**config.mk**
```make
export PLATFORM = sky130hd
export DESIGN_NAME = ppa_ram
export DESIGN_NICKNAME = d
export VERILOG_FILES = /design/src/ppa_ram.sv
export SDC_FILE = /design/constraint.sdc
export NUM_CORES = 1
export LEC_CHECK = 0
export BUFFER_PORTS_ARGS = -buffer_cell sky130_fd_sc_hd__buf_4
export CAP_MARGIN = 20
export CORE_ASPECT_RATIO = 0.75
export CORE_UTILIZATION = 65
export DETAILED_ROUTE_END_ITERATION = 8
export GPL_ROUTABILITY_DRIVEN = 0
export PLACE_DENSITY = 0.92
export SLEW_MARGIN = 20
export SYNTH_ARGS = -nofsm -noshare
export SYNTH_HDL_FRONTEND = slang
export SYNTH_SLANG_ARGS = --single-unit
```
**constraint.sdc**
```tcl
create_clock -name clk -period 2.4 [get_ports clk]
set_input_delay 0 -clock clk [delete_from_list [all_inputs] [get_ports clk]]
set_output_delay 0 -clock clk [all_outputs]
set_load 0.02 [all_outputs]
```
**src/ppa_ram.sv**
```systemverilog
module ppa_ram #(
  parameter int WIDTH = 8,
  parameter int DEPTH = 16
) (
  input  logic                     clk,
  input  logic                     we,
  input  logic [$clog2(DEPTH)-1:0] waddr,
  input  logic [WIDTH-1:0]         wdata,
  input  logic [$clog2(DEPTH)-1:0] raddr,
  output logic [WIDTH-1:0]         rdata
);

  logic [WIDTH-1:0] mem [DEPTH];

  always_ff @(posedge clk) begin
    if (we) begin
      mem[waddr] <= wdata;
    end
    rdata <= mem[raddr];
  end

endmodule

```
==> reports/results.ini <==
[status]
status=complete, no violations

[grt]
antenna_found_initial=0
grt_pass1_wl_mm=15.6
gr-total-overflow=0
grt_max_degree=33
grt_pass1_vias=2645
grt_usage_pct=28.0

[critical_path]
critPathBufInv=4
crit_path_max_incr_delay_ps=590
worstPathRequired_ps=2620
critical_path_arrival_ps=1700
crit_slowest_cell=dlygate4sd3_1
cp-end-kind=flip-flop
cp_max_fo=8
critPathTopFamily=buffers and inverters
criticalPathCategory=primary input to flip-flop
crit_chain=dlygate4sd3_1 -> buf_4 -> nor3_1 -> dlygate4sd3_1 -> buf_4
start_kind=primary input

[die]
core-area_mm2=0.00750
num_io_pins=26
start_util_pct=68.6
die_area_mm2=0.00828
rows=27
fp.dieH_um=79.1
fp.dieW_um=105

[sta]
fmax_mhz=676
rsz0062_at_grt=false
finalCriticalPeriod_ps=1480
tightest_slew_ps=887
max_slew_margin_pct=40.6
finClkSkew_ps=8.64
drv_slew=0
setup_viol=0
fin_setup_tns_ps=0
hold_viol=0
period_share_pct=61.6

[power_and_ir_drop]
power.leakage_nw=2.04
power_mw=5.34
ir_drop_mv=0.952
power.density_mw_per_mm2=880

[yosys]
synth_top_area_share_pct=74.7
synth_cells=229
synth.area.top_cells=edfxtp_1 75%, mux4_2 7.9%, mux4_1 7.1%
synth_edf_count=128
synth_area_mm2=0.00515
synth_area_leader_cell=edfxtp_1
synth-main-ff-cell=edfxtp_1
synthTopCellsByCount=128 x edfxtp_1, 18 x mux4_2, 16 x a22oi_1
synth.avg_cell_area_um2=22.5
yosys_warnings=0
synthDistinctLibCells=19
synth_fp_nets=247
ys_seq_area_share_pct=77.8
ys_seq_elements=136
async_flop_share_pct=0
yosysMostFrequentCell=edfxtp_1

[routing]
drc=0
drt_iter0_drc=186
ant_nets=0
dr.pass1.iters=5
routed_wl_mm=10.4
wl_per_cell_um=26.4
vias=2551
viasPerCell=6.51

[clocking]
cts_sinks=136
clock_latency_ps=510
cts.htree.levels=4
postCtsResizedCells=0
clkTransAtPathRegs_ps=60
clock_path_buffers=2
cts_buffers=17
cts_tree=done
cts_hold_buf=11
cts_root_buf=clkbuf_8
cts_setup_buffers=0

[cells_and_area]
num-fill-cells=342
layout.area.seq_mm2=0.00400
n_antenna_cell=0
fin_cells=392
area_growth_pct=17.8
finalNetCount=296
drive_gt1_share_pct=26.8
fin_util_pct=80.9
multi_input_area_mm2=0.00106

[placed_design]
placed_cells=349
dpl.hpwl_mm=5.97
port-buffer-count=25

[job]
cap_viol_max_count=0

[worst_hold_path]
worst_hold_path_type=primary input to flip-flop

==> tightest hold or removal path, stage by stage <==
cell and delay, ps:
buf_4 90, nor2b_1 130, a22oi_1 200, nand2_1 70
==> final timing paths <==
| path | cells after the start | startpoint | end | slack [ps] |
|---|---|---|---|---|
| setup / recovery | 5 | waddr[1] | mem[4][3] | 920 |
| hold / removal | 4 | raddr[2] | rdata[4] | 30 |
| setup reg to reg | 3 | mem[15][5] | rdata[5] | 1010 |
| hold reg to reg | 3 | mem[8][4] | rdata[4] | 690 |
==> through the flow <==
step                instance area (µm²)  hold WS, ps  worst slack, ps
detailed placement                 5410          309              676
finish                             6070         30.0              921
global route                       6070         70.9              908
floorplan                          5150         98.9              907
global placement                   5410          297              729
CTS                                6070         9.33             1000
==> kinds of logic (layout without fill, tap and decap cells) <==
family	after synthesis	count (layout)	synth area share (%)
and+or+nand+nor	35	35	3.18
buffers and inverters	10	72	1.68
muxes	32	32	15.0
AOI/OAI and AO/OA	16	16	2.33
DFF	136	136	77.8
==> state kept, by name (all words and copies together), names as in the netlist <==
name   cells
rdata      8
mem      128
==> metal layers <==
layer | GRT usage, % | vias to the layer above | wire, µm | part of all wire [%]
met4 | 12.3 | 0 | 184 | 1.8
met1 | 37.5 | 1322 | 4140 | 40
met5 | 0 | - | 0 | 0
li1 | - | 1068 | - | -
met2 | 43.8 | 139 | 5080 | 49
met3 | 8.21 | 22 | 962 | 9.3
==> cell usage in the layout (no fill, tap or decap), drive strengths merged <==
cell type / n
nor2b: 1
mux4: 32
bufinv: 1
a22oi: 16
inv: 1
nand3: 1
nand2: 9
or3b: 1
nand2b: 2
and2b: 1
dfxtp: 8
dlygate4sd3: 11
clkinv: 5
nand3b: 2
nor2: 13
nor3: 4
clkinvlp: 4
clkbuf: 21
buf: 29
edfxtp: 128
and2: 1
==> cell type report <==
class	instances	area share (%)
Tap cell	101	2.08
Sequential cell	136	66.0
Multi-Input combinational cell	83	17.4
Clock buffer	21	7.41
Clock inverter	11	1.67
Timing Repair Buffer	40	5.40
==> where the power goes <==
group	total [mW]	switching [mW]	internal [mW]	leakage [nW]
logic	0.291	0.167	0.124	0.561
clock network	2.37	0.948	1.43	0.260
registers	2.67	0.0180	2.66	1.22
total	5.34	1.13	4.21	2.04
Power figures use the tool's default switching activity.
