===== src/ppa_pkg.sv =====
package ppa_pkg;

  localparam int NUM_MODULES       = 2;
  localparam int PIXELS_PER_MODULE = 64;
  localparam int NUM_BLOCKS        = 16;
  localparam int SAMPLES_PER_WAVE  = 32;
  localparam int NUM_PHASES        = 32;
  localparam int FRACTION_BITS     = 8;

  localparam int SLOTS  = NUM_PHASES + SAMPLES_PER_WAVE - 1;
  localparam int CELLS  = NUM_MODULES * PIXELS_PER_MODULE * NUM_BLOCKS * SLOTS;
  localparam int ADDR_W = $clog2(CELLS);

  localparam int ADC_W    = 16;
  localparam int SMP_W    = 5;
  localparam int MOD_W    = 1;
  localparam int PIX_W    = 6;
  localparam int BLK_W    = 4;
  localparam int PH_W     = 5;
  localparam int MEAN_W   = 24;
  localparam int CNT_W    = 16;
  localparam int SPREAD_W = 64;
  localparam int STD_W    = 24;
  localparam int WORD_W   = SPREAD_W + CNT_W + MEAN_W;

  localparam int S_DATA_W = 40;
  localparam int M_DATA_W = 64;
  localparam int M_USER_W = 2;

  localparam int DIV_W      = SPREAD_W;
  localparam int DIVISOR_W  = CNT_W;
  localparam int SQRT_STEPS = SPREAD_W / 2;

  localparam logic [CNT_W-1:0] COUNT_MAX = '1;

  // register index, taken from paddr[2]
  localparam logic REG_DIAG = 1'b0;

endpackage


===== src/ppa_div.sv =====
// Restoring divider, one quotient bit per cycle.
module ppa_div (
  input  logic                           clk,
  input  logic                           rst,
  input  logic                           start,
  input  logic [ppa_pkg::DIV_W-1:0]      dividend,
  input  logic [ppa_pkg::DIVISOR_W-1:0]  divisor,
  output logic                           done,
  output logic [ppa_pkg::DIV_W-1:0]      quotient
);
  import ppa_pkg::*;

  localparam int STEP_W = $clog2(DIV_W);

  logic                  busy;
  logic [STEP_W-1:0]     step;
  logic [DIVISOR_W-1:0]  dsr;
  logic [DIVISOR_W-1:0]  rem;
  logic [DIVISOR_W:0]    trial;
  logic                  fits;

  assign trial = {rem, quotient[DIV_W-1]};
  assign fits  = trial >= {1'b0, dsr};

  always_ff @(posedge clk) begin
    if (rst) begin
      busy <= 1'b0;
      done <= 1'b0;
      step <= '0;
    end else begin
      done <= 1'b0;
      if (start) begin
        busy     <= 1'b1;
        step     <= STEP_W'(DIV_W - 1);
        quotient <= dividend;
        dsr      <= divisor;
        rem      <= '0;
      end else if (busy) begin
        // shift one dividend bit in, one quotient bit out
        if (fits) begin
          rem <= DIVISOR_W'(trial - {1'b0, dsr});
        end else begin
          rem <= trial[DIVISOR_W-1:0];
        end
        quotient <= {quotient[DIV_W-2:0], fits};
        step     <= step - 1'b1;
        if (step == '0) begin
          busy <= 1'b0;
          done <= 1'b1;
        end
      end
    end
  end

endmodule


===== config.mk =====
export PLATFORM = sky130hd
export DESIGN_NAME = ppa_div
export DESIGN_NICKNAME = d
export VERILOG_FILES = /design/src/ppa_pkg.sv /design/src/ppa_div.sv
export SDC_FILE = /design/constraint.sdc
export NUM_CORES = 1
export LEC_CHECK = 0
export BUFFER_PORTS_ARGS = -buffer_cell sky130_fd_sc_hd__buf_2
export CELL_PAD_IN_SITES_DETAIL_PLACEMENT = 1
export CELL_PAD_IN_SITES_GLOBAL_PLACEMENT = 1
export CORE_MARGIN = 2
export CORE_UTILIZATION = 46
export CTS_BUF_LIST = sky130_fd_sc_hd__clkbuf_4 sky130_fd_sc_hd__clkbuf_8
export DETAILED_ROUTE_END_ITERATION = 10
export GPL_TIMING_DRIVEN = 0
export PLACE_DENSITY_LB_ADDON = 0.1
export SLEW_MARGIN = 10
export SYNTH_ARGS = -nofsm -noshare
export SYNTH_HDL_FRONTEND = slang
export SYNTH_SLANG_ARGS = --single-unit

===== constraint.sdc =====
create_clock -name clk -period 8.2 [get_ports clk]
set_input_delay 0.41 -clock clk [delete_from_list [all_inputs] [get_ports clk]]
set_output_delay 0.41 -clock clk [all_outputs]
set_load 0.02 [all_outputs]

==> results of run 1 <==
[worst max-delay path: stages, from the launching register on]
cell	delay [ps]
edfxtp_1	410
ha_1	280
buf_2	180
a21oi_2	140
o21ai_1	120
a31o_1	320
o31a_2	410
buf_6	170
o22ai_1	210
a21oi_1	110
[worst max-delay path by stage]
stage | end | slack [ps] | depth (start not counted)
after CTS | rem[10] | 5580 | 9
final | rem[10] | 5570 | 9
after global placement | quotient[17] | 1490 | 4
after detailed placement | quotient[16] | 5310 | 7
after floorplan | quotient[0] | 3330 | 4
after global routing | rem[10] | 5470 | 9
[sequential cells by signal, indices dropped and copies added, names as in the netlist]
signal / count
done: 1
quotient: 64
busy: 1
step: 6
rem: 16
dsr: 16
[stage by stage]
| stage | setup slack [ps] | util | cell area (um^2) | total power [mW] |
|---|---|---|---|---|
| 2_1_floorplan | 3330 | - | 5260 | 0.869 |
| 4_1_cts | 5580 | 0.571 | 6430 | 1.26 |
| 3_3_place_gp | 1490 | 0.547 | 6160 | 0.953 |
| 5_1_grt | 5470 | 0.571 | 6430 | 1.31 |
| 6_report | 5570 | 0.571 | 6430 | 1.25 |
| 3_5_place_dp | 5310 | 0.556 | 6260 | 0.968 |
[final cells by class]
type / instances / share of cell area
well taps: 143 / 0.0278
plain buffers: 17 / 0.0136
clock inverters: 7 / 0.00700
inverters: 22 / 0.0128
flip-flops and latches: 104 / 0.473
repair buffers: 149 / 0.127
multi-input cells: 249 / 0.320
clock buffers: 9 / 0.0193
[cell families (layout without fill, tap and decap cells)]
kind of cell / count (synthesis) / in the layout / share of synthesized area
buf+inv: 39 / 204 / 0.0323
flops: 104 / 104 / 0.578
fa+ha+maj: 19 / 19 / 0.0466
compound gates: 82 / 82 / 0.110
mux: 67 / 67 / 0.143
xor+xnor: 13 / 13 / 0.0216
simple gates: 68 / 68 / 0.0678
[power breakdown]
part           leakage [nW]  switching, mW  internal (mW)
Clock                0.0811          0.184          0.110
Sequential            0.982         0.0205          0.631
Combinational          1.52          0.175          0.130
[per-layer routing]
layer  GRT usage  part of all wire  vias up
li1            -                 -     1809
met1       0.260              0.40     1866
met2       0.381              0.50      111
met3      0.0760             0.077       22
met4      0.0708             0.020        2
met5           0           0.00083        -
[cell usage in the layout, fill, tap and decap left out, types with 7 or more instances in the layout]
cell type,Yosys,routed
nand3_1,11,11
inv_1,21,21
nor2_1,14,12
edfxtp_1,96,96
a21oi_1,22,22
clkbuf_1,10,10
ha_1,18,18
o21ai_0,12,12
dfxtp_1,8,8
clkbuf_8,0,9
xnor2_1,7,7
nor3_1,7,7
mux2_2,64,64
nand2_1,12,12
buf_2,1,146
==> results.toml, run 1 <==
[grt]
gr-usage-all-layers = 0.221
grt_remaining_overflow = 0
grt_pass1_vias = 4200
grt_pass1_wl_um = 21500
antenna_found_initial = 3
grt_start_max_net_pins = 27

[sta]
setup_viol = 0
skew_ps = 8.56
fin_crit_sh = 0.320
relSlewSlack = 0.496
min_period_ps = 2630
rsz0062_at_grt = "false"
max_freq_mhz = 381
worst_pin_slew_ps = 754
fin_tns_setup_ps = 0
hold_violations = 0
timing.hold.ws_ps = 198
drv_slew = 0

[placed_design]
gp_congestion = 0.849
dp_cells = 684
io_buffers = 145
hpwl_um = 10100

[power_and_ir_drop]
power_density_nw_per_um2 = 194
vdd_drop_max_mv = 0.115
leakagePower_nw = 2.59

[floorplanning]
start_util = 0.467
rows = 39
die-area_um2 = 12300
die_x_um = 111
coreArea_um2 = 11300
io_pins = 148
die_y_um = 111

[final_layout]
syn2layout_area_growth_pct = 22.3
nNetsFinal = 654
antenna-diode-count = 0
n_fill_cell = 1217
finalNonFillerCells = 700
drive_gt1_frac = 0.443
multi_input_area_um2 = 2060
seqCellArea_um2 = 3040

[hold_path]
hold_path.class = "input pin to flip-flop"
hold_start = "divisor[6]"
min_to = "dsr[6]"
min_path_cells = 1

[clocking]
post_cts_buffers = 0
clk_pin_slew_ps = 100
cts_sinks = 104
cts_tree = "done"
post_cts_resized = 0
cts_root_buffer = "clkbuf_8"
htreeDepth = 3
cts_hold_buf = 0
numCtsBuffers = 9
clk-insertion-delay-late_ps = 380
clock_path_buffers = 2

[setup_path]
worstPathArrival_ps = 2730
r2r_setup_slack_ps = 5570
cp_max_fo = 10
reg2reg_to = "rem[10]"
required_ps = 8300
crit_type = "flip-flop to flip-flop"
worstSetupStartpoint = "rem[5]"
r2r_start = "rem[5]"
rr_worst_depth = 9
endpoint_kind = "flip-flop"
cp-start-kind = "flip-flop"

[drt]
first_pass_iters = 4
routed_wl_um = 13300
drt_iter0_drc = 143
drc = 0
ant_nets = 0
avgViaCountPerCell = 5.44
via_count = 3810
wl_per_cell_um = 18.9

[synthesis]
yosys-top-cells-count = "edfxtp_1, mux2_2, a21oi_1"
syn_avg_cell_area_um2 = 13.4
synth_edf_count = 96
yosysTopAreaCell = "edfxtp_1"
synth.area.top_cells = "edfxtp_1, mux2_2, ha_1"
ys.flop_type = "edfxtp_1"
yosysSeqAreaShare = 0.578
ys_types = 58
synth_most_common_cell = "edfxtp_1"
syn_nets = 494
synthDominantCellAreaShare = 0.548
async_flop_share = 0
syn_inst = 392
syn_area_um2 = 5260
ys_ff_latch = 104
ys.warnings.count = 0

[status]
status = "completed"

[flow_run]
cap_violations = 0
Power figures use the tool's default switching activity.
==> run 2: changes to the inputs <==
--- a/config.mk
+++ b/config.mk
@@ -5,11 +5,12 @@
 export SDC_FILE = /design/constraint.sdc
 export NUM_CORES = 1
 export LEC_CHECK = 0
+export ABC_AREA = 1
 export BUFFER_PORTS_ARGS = -buffer_cell sky130_fd_sc_hd__buf_2
 export CELL_PAD_IN_SITES_DETAIL_PLACEMENT = 1
 export CELL_PAD_IN_SITES_GLOBAL_PLACEMENT = 1
 export CORE_MARGIN = 2
-export CORE_UTILIZATION = 46
+export CORE_UTILIZATION = 36
 export CTS_BUF_LIST = sky130_fd_sc_hd__clkbuf_4 sky130_fd_sc_hd__clkbuf_8
 export DETAILED_ROUTE_END_ITERATION = 10
 export GPL_TIMING_DRIVEN = 0
==> constraint.sdc (replaced) <==
create_clock -name clk -period 2.1 [get_ports clk]
set_input_delay 0.105 -clock clk [delete_from_list [all_inputs] [get_ports clk]]
set_output_delay 0.105 -clock clk [all_outputs]
set_load 0.02 [all_outputs]
==> results.toml, run 2 <==
[setup_path]
endpoint_kind = "flip-flop"
cp_max_fo = 5
worstPathArrival_ps = 2220
crit_type = "flip-flop to flip-flop"
r2r_setup_slack_ps = 20
cp-start-kind = "flip-flop"
required_ps = 2240

[synthesis]
syn_inst = 659
yosysSeqAreaShare = 0.544
synth.area.top_cells = "edfxtp_1, nand2_1, inv_1"
async_flop_share = 0
synth_most_common_cell = "nand2_1"
syn_avg_cell_area_um2 = 8.48
synthDominantCellAreaShare = 0.516
yosysTopAreaCell = "edfxtp_1"
yosys-top-cells-count = "nand2_1, edfxtp_1, inv_1"
syn_area_um2 = 5590
ys.flop_type = "edfxtp_1"
syn_nets = 761
ys_ff_latch = 104
synth_edf_count = 96
ys_types = 32
ys.warnings.count = 0

[final_layout]
top_register = "quotient"
final_cell_mix = "nand2_1, buf_2, edfxtp_1"
multi_input_area_um2 = 2430
n_fill_cell = 1829
design_area_um2 = 8110
syn2layout_area_growth_pct = 45.0
drive_gt1_frac = 0.299
nNetsFinal = 1011
seqCellArea_um2 = 3040
largestRegisters = "quotient: 64 flops, dsr: 16 flops, rem: 16 flops"
antenna-diode-count = 0
final_common_cell = "nand2_1"
largest_reg_flops = 64

[sta]
hold_violations = 0
worst_pin_slew_ps = 526
max_freq_mhz = 481
setup_viol = 0
relSlewSlack = 0.650
rsz0062_at_grt = "true"
fin_crit_sh = 0.990
drv_slew = 0
timing.hold.ws_ps = 17.9
skew_ps = 10.3
min_period_ps = 2080

[grt]
grt_pass1_vias = 5618
met3_usage = 0.0536
grt_remaining_overflow = 0
grt_start_max_net_pins = 21
grt.busiest_layer = "met2"
grt_pass1_wl_um = 28100
use_met1 = 0.259
use_met2 = 0.391
antenna_found_initial = 0
gr-usage-all-layers = 0.218

[floorplanning]
coreArea_um2 = 15200
rows = 45
die_x_um = 129
die-area_um2 = 16500
io_pins = 148
die_y_um = 129
start_util = 0.368

[clocking]
numCtsBuffers = 9
htreeDepth = 3
clock_path_buffers = 2
clk_pin_slew_ps = 100
clk-insertion-delay-late_ps = 380
cts_root_buffer = "clkbuf_8"
cts_sinks = 104
cts_tree = "done"

[placed_design]
detailed_place.area_um2 = 6710
hpwl_um = 12200
gp_congestion = 0.834
io_buffers = 146

[drt]
drt_iter0_drc = 174
ant_nets = 0
routed_wl_um = 17600
avgViaCountPerCell = 4.71
via_count = 5188
first_pass_iters = 4
wl_per_cell_um = 16.0
drc = 0

[power_and_ir_drop]
vdd_drop_max_mv = 0.342
pwr-share-seq = 0.441
switching_share = 0.326
leakagePower_nw = 3.89
p_clk_frac = 0.238
switchingPower_mw = 1.95
power_density_nw_per_um2 = 737
pwr-share-comb = 0.321
power.internal_mw = 4.03

[flow_run]
cap_violations = 0

[status]
status = "completed"

[hold_path]
hold_path.class = "input pin to flip-flop"
run 2: worst max-delay path, stage by stage (launching register included):
cell and delay (ps):
edfxtp_1 450, ha_4 300, nand2_2 60, nand2_2 70, nand2_2 70, nand2_2 60, nand2_2 60, nand2_2 60
nor2_4 260, nand2_8 120, clkbuf_16 200, nor2_4 100, nor2_2 30
run 2: layer usage:
metal  wire length [um]  share of wire
met3                915          0.052
met2               9140           0.52
met4                218          0.012
met5                  0              0
met1               7300           0.42
run 2: final timing paths:
check / to / cells past startpoint / startpoint
worst max register to register: rem[10] / 12 / rem[9]
worst min-delay path: quotient[60] / 3 / dividend[60]
worst min register to register: step[0] / 2 / step[0]
worst max-delay path: rem[10] / 12 / rem[9]
run 2: power groups by stage:
| stage | Sequential [mW] | Combinational, mW | Clock (mW) |
|---|---|---|---|
| 6_report | 2.63 | 1.92 | 1.42 |
| 5_1_grt | 2.66 | 2.13 | 1.54 |
| 4_1_cts | 2.63 | 1.70 | 1.46 |
| 3_5_place_dp | 2.66 | 1.54 | 0 |
| 3_3_place_gp | 2.66 | 1.44 | 0 |
| 2_1_floorplan | 2.78 | 0.882 | 0 |
run 2: repair_timing:
item / 4_1_cts / 5_1_grt
gates cloned: 0 / 2
hold endpoints to repair: 76 / 0
pin swaps: 0 / 25
hold buffers: 75 / 0
setup buffers: 0 / 11
gates resized for setup: 14 / 48
setup endpoints to repair: 7 / 17
run 2: through the flow:
| step | util | setup TNS [ps] | std cells | power, mW | setup WS (ps) |
|---|---|---|---|---|---|
| 6_report | 0.533 | 0 | 1102 | 5.98 | 21.3 |
| 5_1_grt | 0.533 | -655 | 1102 | 6.33 | -86.9 |
| 4_1_cts | 0.513 | 0 | 1089 | 5.80 | 11.3 |
| 3_5_place_dp | 0.442 | -94.6 | 998 | 4.19 | -48.6 |
| 3_3_place_gp | 0.433 | -63770 | 993 | 4.10 | -770 |
| 2_1_floorplan | - | -797 | 659 | 3.66 | -9.96 |
run 2: logic make-up (layout without fill, tap and decap cells):
| logic type | count (synthesis) | after routing | share of synthesized area |
|---|---|---|---|
| compound gates | 21 | 21 | 0.0197 |
| xor+xnor | 7 | 7 | 0.0110 |
| fa+ha+maj | 19 | 19 | 0.0439 |
| buf+inv | 100 | 355 | 0.0737 |
| flops | 104 | 104 | 0.544 |
| simple gates | 408 | 408 | 0.307 |
run 2: cell type report:
| cell class | count | area share |
|---|---|---|
| multi-input cells | 455 | 0.300 |
| clock inverters | 5 | 0.00988 |
| clock buffers | 11 | 0.0171 |
| well taps | 188 | 0.0290 |
| inverters | 80 | 0.0377 |
| plain buffers | 20 | 0.0167 |
| flip-flops and latches | 104 | 0.375 |
| repair buffers | 239 | 0.215 |
